**src/hw/rtl/cfsr_pkg.sv**
```systemverilog
// ----------------------------------------------------------------------------
// cfsr_pkg
// Shared types and constants of the checksum frame sync receiver.
// ----------------------------------------------------------------------------
package cfsr_pkg;

    localparam int FRAME_LEN_DEF   = 11;
    localparam int QUEUE_DEPTH_DEF = 4;

    localparam int CFG_IDX_W = 2;

    localparam logic [CFG_IDX_W-1:0] REG_HEADER     = 2'd0;
    localparam logic [CFG_IDX_W-1:0] REG_END_MARKER = 2'd1;

    localparam logic [7:0] HEADER_RST     = 8'h55;
    localparam logic [7:0] END_MARKER_RST = 8'h00;

    localparam logic KIND_FRAME_BYTE = 1'b0;
    localparam logic KIND_REJECT     = 1'b1;

    // received word as carried through the queue
    typedef struct packed {
        logic [7:0] data;
    } t_rx_word;

endpackage

```
**src/hw/rtl/cfsr_front.sv**
```systemverilog
// ----------------------------------------------------------------------------
// cfsr_front
// Configuration registers and intake: holds the header and end marker values
// and hands each received word to the queue.
// ----------------------------------------------------------------------------
module cfsr_front (
    input  logic                           i_clk,
    input  logic                           i_rst_n,
    input  logic                           i_cfg_valid,
    output logic                           o_cfg_ready,
    input  logic [cfsr_pkg::CFG_IDX_W-1:0] i_cfg_index,
    input  logic [7:0]                     i_cfg_data,
    input  logic [7:0]                     i_rx_byte,
    output cfsr_pkg::t_rx_word             o_rx_word,
    output logic [7:0]                     o_header,
    output logic [7:0]                     o_end_marker
);

    logic [7:0] r_header;
    logic [7:0] r_end_marker;

    assign o_cfg_ready = 1'b1;

    always_ff @(posedge i_clk) begin
        if (!i_rst_n) begin
            r_header     <= cfsr_pkg::HEADER_RST;
            r_end_marker <= cfsr_pkg::END_MARKER_RST;
        end else if (i_cfg_valid) begin
            unique case (i_cfg_index)
                cfsr_pkg::REG_HEADER:     r_header     <= i_cfg_data;
                cfsr_pkg::REG_END_MARKER: r_end_marker <= i_cfg_data;
                default: ;
            endcase
        end
    end

    assign o_rx_word.data = i_rx_byte;
    assign o_header       = r_header;
    assign o_end_marker   = r_end_marker;

endmodule

```
**src/hw/rtl/cfsr_queue.sv**
```systemverilog
// ----------------------------------------------------------------------------
// cfsr_queue
// Short word queue between intake and the frame engine.
// ----------------------------------------------------------------------------
module cfsr_queue #(
    parameter int DEPTH = cfsr_pkg::QUEUE_DEPTH_DEF
) (
    input  logic               i_clk,
    input  logic               i_rst_n,
    input  logic               i_push,
    input  cfsr_pkg::t_rx_word i_data,
    output logic               o_full,
    input  logic               i_pop,
    output cfsr_pkg::t_rx_word o_data,
    output logic               o_empty
);

    localparam int PW = (DEPTH > 1) ? $clog2(DEPTH) : 1;
    localparam int CW = $clog2(DEPTH + 1);
    localparam logic [PW-1:0] PTR_LAST = PW'(DEPTH - 1);
    localparam logic [CW-1:0] CNT_FULL = CW'(DEPTH);

    cfsr_pkg::t_rx_word r_slot [DEPTH];
    logic [PW-1:0] r_wr;
    logic [PW-1:0] r_rd;
    logic [CW-1:0] r_cnt;
    logic          do_push;
    logic          do_pop;

    assign o_full  = (r_cnt == CNT_FULL);
    assign o_empty = (r_cnt == '0);
    assign do_push = i_push && !o_full;
    assign do_pop  = i_pop && !o_empty;
    assign o_data  = r_slot[r_rd];

    always_ff @(posedge i_clk) begin
        if (do_push) begin
            r_slot[r_wr] <= i_data;
        end
    end

    always_ff @(posedge i_clk) begin
        if (!i_rst_n) begin
            r_wr  <= '0;
            r_rd  <= '0;
            r_cnt <= '0;
        end else begin
            if (do_push) begin
                r_wr <= (r_wr == PTR_LAST) ? '0 : r_wr + 1'b1;
            end
            if (do_pop) begin
                r_rd <= (r_rd == PTR_LAST) ? '0 : r_rd + 1'b1;
            end
            if (do_push && !do_pop) begin
                r_cnt <= r_cnt + 1'b1;
            end else if (do_pop && !do_push) begin
                r_cnt <= r_cnt - 1'b1;
            end
        end
    end

endmodule

```
**src/hw/rtl/cfsr_engine.sv**
```systemverilog
// ----------------------------------------------------------------------------
// cfsr_engine
// Frame store, checksum check, result emission and resynchronization.
// Holds one result word in an output register.
// ----------------------------------------------------------------------------
module cfsr_engine #(
    parameter int FRAME_LEN = cfsr_pkg::FRAME_LEN_DEF
) (
    input  logic               i_clk,
    input  logic               i_rst_n,
    input  cfsr_pkg::t_rx_word i_q_data,
    input  logic               i_q_empty,
    output logic               o_q_pop,
    input  logic [7:0]         i_header,
    input  logic [7:0]         i_end_marker,
    output logic               o_empty,
    input  logic               i_pop,
    output logic [7:0]         o_frame_byte,
    output logic               o_frame_end,
    output logic               o_result_kind,
    output logic [31:0]        o_total_frames,
    output logic [31:0]        o_lost_frames
);

    localparam int AW = $clog2(FRAME_LEN);
    localparam logic [AW-1:0] LAST = AW'(FRAME_LEN - 1);

    typedef enum logic [2:0] {
        S_IDLE,
        S_EMIT_RD,
        S_EMIT_WR,
        S_REJECT,
        S_SCAN_RD,
        S_SCAN_CHK,
        S_COPY_RD,
        S_COPY_WR
    } t_state;

    cfsr_pkg::t_rx_word mem [FRAME_LEN];
    cfsr_pkg::t_rx_word r_rdata;

    t_state        r_state;
    logic [AW-1:0] r_fill;
    logic [AW-1:0] r_idx;
    logic [AW-1:0] r_src;
    logic [AW-1:0] r_dst;
    logic [7:0]    r_sum;
    logic [7:0]    r_byte0;
    logic [31:0]   r_total;
    logic [31:0]   r_lost;

    logic          r_out_valid;
    logic [7:0]    r_out_byte;
    logic          r_out_end;
    logic          r_out_kind;
    logic [31:0]   r_out_total;
    logic [31:0]   r_out_lost;

    logic               out_free;
    logic               take;
    logic               mem_we;
    logic [AW-1:0]      mem_waddr;
    cfsr_pkg::t_rx_word mem_wdata;
    logic [AW-1:0]      mem_raddr;

    assign out_free = !r_out_valid || i_pop;
    assign take     = (r_state == S_IDLE) && !i_q_empty;
    assign o_q_pop  = take;

    always_comb begin
        mem_we    = 1'b0;
        mem_waddr = r_fill;
        mem_wdata = i_q_data;
        if (take) begin
            mem_we = 1'b1;
        end else if (r_state == S_COPY_WR) begin
            mem_we    = 1'b1;
            mem_waddr = r_dst;
            mem_wdata = r_rdata;
        end
    end

    // hold the read address while emission stalls so the read word stays put
    always_comb begin
        unique case (r_state)
            S_EMIT_RD, S_EMIT_WR:              mem_raddr = r_idx;
            S_SCAN_RD, S_SCAN_CHK,
            S_COPY_RD, S_COPY_WR:              mem_raddr = r_src;
            default:                           mem_raddr = '0;
        endcase
    end

    always_ff @(posedge i_clk) begin
        if (mem_we) begin
            mem[mem_waddr] <= mem_wdata;
        end
        r_rdata <= mem[mem_raddr];
    end

    always_ff @(posedge i_clk) begin
        if (!i_rst_n) begin
            r_state     <= S_IDLE;
            r_fill      <= '0;
            r_idx       <= '0;
            r_src       <= '0;
            r_dst       <= '0;
            r_sum       <= '0;
            r_byte0     <= '0;
            r_total     <= '0;
            r_lost      <= '0;
            r_out_valid <= 1'b0;
        end else begin
            if (i_pop && r_out_valid) begin
                r_out_valid <= 1'b0;
            end
            unique case (r_state)
                S_IDLE: begin
                    if (take) begin
                        if (r_fill == LAST) begin
                            r_total <= r_total + 32'd1;
                            r_idx   <= '0;
                            // compare against the header value in force now
                            if ((r_byte0 == i_header) && (r_sum == i_q_data.data)) begin
                                r_state <= S_EMIT_RD;
                            end else begin
                                r_lost  <= r_lost + 32'd1;
                                r_state <= S_REJECT;
                            end
                        end else begin
                            if (r_fill == '0) begin
                                r_byte0 <= i_q_data.data;
                            end
                            r_sum  <= r_sum + i_q_data.data;
                            r_fill <= r_fill + 1'b1;
                        end
                    end
                end
                S_EMIT_RD: begin
                    r_state <= S_EMIT_WR;
                end
                S_EMIT_WR: begin
                    if (out_free) begin
                        r_out_valid <= 1'b1;
                        r_out_byte  <= (r_idx == LAST) ? i_end_marker : r_rdata.data;
                        r_out_end   <= (r_idx == LAST);
                        r_out_kind  <= cfsr_pkg::KIND_FRAME_BYTE;
                        r_out_total <= r_total;
                        r_out_lost  <= r_lost;
                        if (r_idx == LAST) begin
                            r_fill  <= '0;
                            r_sum   <= '0;
                            r_state <= S_IDLE;
                        end else begin
                            r_idx   <= r_idx + 1'b1;
                            r_state <= S_EMIT_RD;
                        end
                    end
                end
                S_REJECT: begin
                    if (out_free) begin
                        r_out_valid <= 1'b1;
                        r_out_byte  <= '0;
                        r_out_end   <= 1'b1;
                        r_out_kind  <= cfsr_pkg::KIND_REJECT;
                        r_out_total <= r_total;
                        r_out_lost  <= r_lost;
                        r_src       <= AW'(1);
                        r_sum       <= '0;
                        r_state     <= S_SCAN_RD;
                    end
                end
                S_SCAN_RD: begin
                    r_state <= S_SCAN_CHK;
                end
                S_SCAN_CHK: begin
                    if (r_rdata.data == i_header) begin
                        r_dst   <= '0;
                        r_state <= S_COPY_RD;
                    end else if (r_src == LAST) begin
                        // no header left: drop the whole store
                        r_fill  <= '0;
                        r_state <= S_IDLE;
                    end else begin
                        r_src   <= r_src + 1'b1;
                        r_state <= S_SCAN_RD;
                    end
                end
                S_COPY_RD: begin
                    r_state <= S_COPY_WR;
                end
                S_COPY_WR: begin
                    if (r_dst == '0) begin
                        r_byte0 <= r_rdata.data;
                    end
                    r_sum <= r_sum + r_rdata.data;
                    r_dst <= r_dst + 1'b1;
                    if (r_src == LAST) begin
                        r_fill  <= r_dst + 1'b1;
                        r_state <= S_IDLE;
                    end else begin
                        r_src   <= r_src + 1'b1;
                        r_state <= S_COPY_RD;
                    end
                end
                default: r_state <= S_IDLE;
            endcase
        end
    end

    assign o_empty        = !r_out_valid;
    assign o_frame_byte   = r_out_byte;
    assign o_frame_end    = r_out_end;
    assign o_result_kind  = r_out_kind;
    assign o_total_frames = r_out_total;
    assign o_lost_frames  = r_out_lost;

endmodule

```
**src/hw/rtl/checksum_frame_sync_receiver_top.sv**
```systemverilog
// ----------------------------------------------------------------------------
// checksum_frame_sync_receiver_top
// Gathers received words into frames, checks header and additive checksum,
// emits valid frames word by word and resynchronizes on rejected frames.
//
// Usage:
//   Input channel: present i_rx_byte with i_push; a word is taken when o_full
//   is low. Words land in a short queue and the frame engine drains them at
//   one word per cycle while it is collecting a frame.
//   Result channel: a result sits on the o_* payload ports while o_empty is
//   low; i_pop takes it. A valid frame yields FRAME_LEN results, a rejected
//   frame yields one.
//   Configuration: i_cfg_valid writes i_cfg_data to register i_cfg_index
//   (0 header value, 1 end marker); o_cfg_ready is always high. Write only
//   while the block is idle.
//   Sequencing: a word that does not complete a frame is stored and added to
//   the sum. A valid frame is emitted word by word, each word read from the
//   frame store and then registered as a result. A rejected frame emits its
//   result, then scans the store for the next header and moves the words from
//   there down, with no input taken. The result register holds one word ahead.
//   Stalls: while i_pop stays low the engine holds at its next result; input
//   words still queue up to QUEUE_DEPTH before o_full rises.
//   Reset: counters and fill level clear; registers take their reset values.
// ----------------------------------------------------------------------------
module checksum_frame_sync_receiver_top #(
    parameter int FRAME_LEN   = cfsr_pkg::FRAME_LEN_DEF,
    parameter int QUEUE_DEPTH = cfsr_pkg::QUEUE_DEPTH_DEF
) (
    input  logic                           i_clk,
    input  logic                           i_rst_n,
    input  logic                           i_cfg_valid,
    output logic                           o_cfg_ready,
    input  logic [cfsr_pkg::CFG_IDX_W-1:0] i_cfg_index,
    input  logic [7:0]                     i_cfg_data,
    input  logic                           i_push,
    output logic                           o_full,
    input  logic [7:0]                     i_rx_byte,
    output logic                           o_empty,
    input  logic                           i_pop,
    output logic [7:0]                     o_frame_byte,
    output logic                           o_frame_end,
    output logic                           o_result_kind,
    output logic [31:0]                    o_total_frames,
    output logic [31:0]                    o_lost_frames
);

    cfsr_pkg::t_rx_word rx_word;
    cfsr_pkg::t_rx_word q_data;
    logic               q_empty;
    logic               q_pop;
    logic [7:0]         header;
    logic [7:0]         end_marker;

    cfsr_front u_front (
        .i_clk        (i_clk),
        .i_rst_n      (i_rst_n),
        .i_cfg_valid  (i_cfg_valid),
        .o_cfg_ready  (o_cfg_ready),
        .i_cfg_index  (i_cfg_index),
        .i_cfg_data   (i_cfg_data),
        .i_rx_byte    (i_rx_byte),
        .o_rx_word    (rx_word),
        .o_header     (header),
        .o_end_marker (end_marker)
    );

    cfsr_queue #(
        .DEPTH (QUEUE_DEPTH)
    ) u_queue (
        .i_clk   (i_clk),
        .i_rst_n (i_rst_n),
        .i_push  (i_push),
        .i_data  (rx_word),
        .o_full  (o_full),
        .i_pop   (q_pop),
        .o_data  (q_data),
        .o_empty (q_empty)
    );

    cfsr_engine #(
        .FRAME_LEN (FRAME_LEN)
    ) u_engine (
        .i_clk          (i_clk),
        .i_rst_n        (i_rst_n),
        .i_q_data       (q_data),
        .i_q_empty      (q_empty),
        .o_q_pop        (q_pop),
        .i_header       (header),
        .i_end_marker   (end_marker),
        .o_empty        (o_empty),
        .i_pop          (i_pop),
        .o_frame_byte   (o_frame_byte),
        .o_frame_end    (o_frame_end),
        .o_result_kind  (o_result_kind),
        .o_total_frames (o_total_frames),
        .o_lost_frames  (o_lost_frames)
    );

endmodule
```
**config.mk**
```make
export PLATFORM = sky130hd
export DESIGN_NAME = checksum_frame_sync_receiver_top
export DESIGN_NICKNAME = d
export VERILOG_FILES = /design/src/hw/rtl/cfsr_pkg.sv /design/src/hw/rtl/cfsr_front.sv /design/src/hw/rtl/cfsr_queue.sv /design/src/hw/rtl/cfsr_engine.sv /design/src/hw/rtl/checksum_frame_sync_receiver_top.sv
export SDC_FILE = /design/constraint.sdc
export NUM_CORES = 1
export LEC_CHECK = 0
export ABC_AREA = 1
export BUFFER_PORTS_ARGS = -buffer_cell sky130_fd_sc_hd__buf_4
export CORE_ASPECT_RATIO = 0.5
export CORE_MARGIN = 2
export CORE_UTILIZATION = 30
export CTS_BUF_LIST = sky130_fd_sc_hd__clkbuf_16
export CTS_CLUSTER_SIZE = 12
export DETAILED_ROUTE_END_ITERATION = 12
export GPL_ROUTABILITY_DRIVEN = 0
export PLACE_DENSITY = 0.5
export SLEW_MARGIN = 10
export SYNTH_ARGS = -nofsm -noshare
export SYNTH_HDL_FRONTEND = slang
export SYNTH_SLANG_ARGS = --single-unit
```
**constraint.sdc**
```tcl
create_clock -name i_clk -period 16.7 [get_ports i_clk]
set_input_delay 1.67 -clock i_clk [delete_from_list [all_inputs] [get_ports i_clk]]
set_output_delay 1.67 -clock i_clk [all_outputs]
set_load 0.01 [all_outputs]
```
==> reports/qor.yml <==
status: "finished clean"
worst_pin_slew_ps: 1050
crit_type: "input pin to flop"
first_global_vias: 10100
sequential_area_share_after_synthesis_pct: 57.0
detailedPlace.worstSlack_ps: 12670
cts_tree: "done"
netlist.area_leader.share_pct: 39.1
place_inst: 2261
multi_input_area_um2: 5650
cts-resized-gates: 0
cts-root-buf: "sky130_fd_sc_hd__clkbuf_16"
cp-start-kind: "input pin"
post_cts_buffers: 0
biggest_area_consumer_among_synthesized_cells: "sky130_fd_sc_hd__edfxtp_1"
post-route-cell-area_um2: 17300
worstSkewPairLatency_ps: 530
core.rowCount: 57
grt_usage_pct: 14.2
clock_power_share_pct: 32.4
port-buffer-count: 98
path_max_fanout: 64
swShare_pct: 31.1
number_of_antenna_violations_at_the_first_check_in_global_routing: 0
synthesis.nets: 1606
fp.dieH_um: 162
cap_violations: 0
insertedDiodeCount: 0
initial_core_util_pct: 30.5
vias: 10700
report.power.total_mw: 2.27
highest_ir_drop_seen_on_vdd_v: 0.0000714
rsz0062_at_grt: "no"
timing_hold_violations_final: 0
post-route-util_pct: 35.4
post_layout_nonfiller_instances: 2325
ys_ff_latch: 327
post_detailed_placement_cell_area_um2: 16200
ff_latch_area_um2: 8490
reg2reg_depth: 7
synth.lib_cells_used.distinct: 46
post_drt_wl_per_cell_um: 15.8
cts_hold_buf: 0
remaining_drc_errors: 0
final_critical_delay_including_setup_and_external_delays_ps: 3310
grt_first_pass_wirelength_mm: 57.8
drt.antenna.violating_nets: 0
final_net_count: 1700
cts_buffer_depth: 3
design.die.area_um2: 51500
internal_power_mw: 1.57
share_of_layout_cells_above_drive_strength_1_pct: 15.2
worst_slew_margin_rel_pct: 29.2
postSynthCellCount: 1555
hold_path.class: "flop to flop"
floorplan.core_area_um2: 48800
first_iter_violations: 673
yosys_warnings: 0
dr.pass1.iters: 5
post_syn_area_um2: 14900
end_kind: "flop"
routed_wl_mm: 36.8
power.share.combinational_pct: 21.4
critical_path_arrival_ps: 3450
nFillCells: 5022
cts_max_level: 2
power_leakage_nw: 6.37
worst_hold_slack_after_final_layout_ps: 461
pwr-share-seq_pct: 46.2
final.setup.worst_slack_ps: 13390
power_density_nw_per_um2: 131
io-pin-count: 100
area_growth_syn_to_layout_pct: 16.1
slew_viol_final: 0
cts.reportedPaths.clkPinSlew_ps: 60
pin_count_of_the_biggest_net_entering_global_routing: 65
period_utilization_post_route_pct: 19.8
vias_per_cell: 4.58
cts.sinks: 327
whs_path_depth: 2
dieWidth_um: 319
setup_total_negative_slack_ps: 0
final-setup-viol-count: 0
grt_remaining_overflow: 0
skew_ps: 15.0
max_clock_freq_ghz: 0.302
worst-endpoint-required_ps: 16850
p_switching_uw: 707
dpl.hpwl_mm: 25.0
inserted_clock_buffers: 35
ys_top_cells_by_area: "sky130_fd_sc_hd__edfxtp_1 (39%), sky130_fd_sc_hd__dfxtp_1 (18%), sky130_fd_sc_hd__nand2_1 (7.6%), sky130_fd_sc_hd__nor2_1 (4.1%), sky130_fd_sc_hd__nand3_1 (4.0%)"
syn-mean-instance-area_um2: 9.57
-- layer usage --
| metal | part of all wire, % | routed length (um) | global-route usage [%] |
|---|---|---|---|
| met1 | 48 | 17600 | 19.4 |
| met2 | 47 | 17200 | 23.2 |
| met3 | 3.4 | 1250 | 2.53 |
| met4 | 1.8 | 673 | 3.62 |
| met5 | 0 | 0 | 0 |
-- cell families (layout without fill, tap and decap cells) --
logic type	after synthesis	after routing	synth area share (%)
other cells	1	1	0.0252
fa+ha+maj	28	28	2.45
buf+inv	174	295	5.11
xor+xnor	56	56	3.30
compound gates	245	245	9.95
simple gates	724	724	22.1
flops	327	327	57.0
-- Yosys cell counts, drive strengths merged --
master,number
o21a,5
o31ai,2
nand3,123
nor2,171
buf,23
ha,26
nand4,18
conb,1
inv,124
nor4,3
o211a,1
a211oi,5
nor3b,8
xnor2,26
o22ai,2
clkinv,1
xor2,30
fa,2
clkbuf,26
o211ai,40
or2,22
nand2,334
nor3,34
dfxtp,133
o21ai,89
a31oi,2
nand3b,11
edfxtp,194
a21oi,99
-- sequential cells by signal (all words and copies together) (netlist names), 2 cells and up, named ones only --
signal and flops:
u_engine.r_fill 4, u_engine.r_lost 32, u_engine.r_idx 4, u_engine.mem 88, u_engine.r_total 32, u_engine.r_state 3, u_front.o_header 8, u_queue.r_cnt 3
u_front.o_end_marker 8, u_engine.r_byte0 8, u_engine.o_total_frames 32, u_engine.r_src 4, u_engine.r_sum 8, u_engine.o_lost_frames 32, u_engine.r_dst 4, u_engine.o_frame_byte 8
u_engine.r_rdata 8, u_queue.r_wr 2, u_queue.r_rd 2, u_queue.r_slot 32
-- path summary, 6_finish.rpt --
path	from	end	slack, ps
min	u_engine.r_byte0[5]	u_engine.r_byte0[5]	460
max reg2reg	u_engine.r_state[2]	u_engine.mem[6][3]	13430
max	i_rst_n	u_engine.o_lost_frames[17]	13390
min reg2reg	u_engine.r_byte0[5]	u_engine.r_byte0[5]	460
-- layout by cell type, fill, tap and decap left out, types with 4 or more instances in the layout --
cell,synthesis,layout
sky130_fd_sc_hd__a211oi_1,5,5
sky130_fd_sc_hd__clkbuf_16,0,36
sky130_fd_sc_hd__nor2_4,7,7
sky130_fd_sc_hd__nor3_1,33,31
sky130_fd_sc_hd__o211ai_1,40,40
sky130_fd_sc_hd__a21oi_2,29,29
sky130_fd_sc_hd__o21a_1,5,5
sky130_fd_sc_hd__inv_1,120,139
sky130_fd_sc_hd__a21oi_1,70,70
sky130_fd_sc_hd__buf_4,3,106
sky130_fd_sc_hd__nand2_2,33,33
sky130_fd_sc_hd__ha_1,26,26
sky130_fd_sc_hd__o21ai_0,88,83
sky130_fd_sc_hd__nor3b_1,7,7
sky130_fd_sc_hd__nand3_1,119,119
sky130_fd_sc_hd__nand4_1,18,18
sky130_fd_sc_hd__nand3b_1,11,11
sky130_fd_sc_hd__or2_2,22,22
sky130_fd_sc_hd__o21ai_1,1,6
sky130_fd_sc_hd__xnor2_1,26,26
sky130_fd_sc_hd__nand2_1,300,300
sky130_fd_sc_hd__edfxtp_1,194,194
sky130_fd_sc_hd__nor2_1,164,164
sky130_fd_sc_hd__inv_2,3,4
sky130_fd_sc_hd__xor2_1,30,30
sky130_fd_sc_hd__dfxtp_1,133,133
-- worst max-delay path, stage by stage --
cell                     delay, ps
sky130_fd_sc_hd__buf_4         420
sky130_fd_sc_hd__inv_2         370
sky130_fd_sc_hd__nor3_2        250
sky130_fd_sc_hd__buf_4         700
-- power by group through the flow --
stage | registers, mW | logic (mW) | clock network [mW]
2_1_floorplan | 1.04 | 0.357 | 0
3_3_place_gp | 1.07 | 0.489 | 0
3_5_place_dp | 1.07 | 0.493 | 0
4_1_cts | 1.05 | 0.495 | 0.760
5_1_grt | 1.06 | 0.555 | 0.795
6_report | 1.05 | 0.487 | 0.736
-- final cells by class --
| type | count | area share, % |
|---|---|---|
| clock buffer | 36 | 5.21 |
| clock inverter | 28 | 1.01 |
| inverter | 125 | 2.73 |
| multi-input combinational | 1054 | 32.7 |
| sequential | 327 | 49.1 |
| tap | 649 | 4.70 |
| timing repair buffer | 106 | 4.60 |
(Power assumes the default switching activity.)
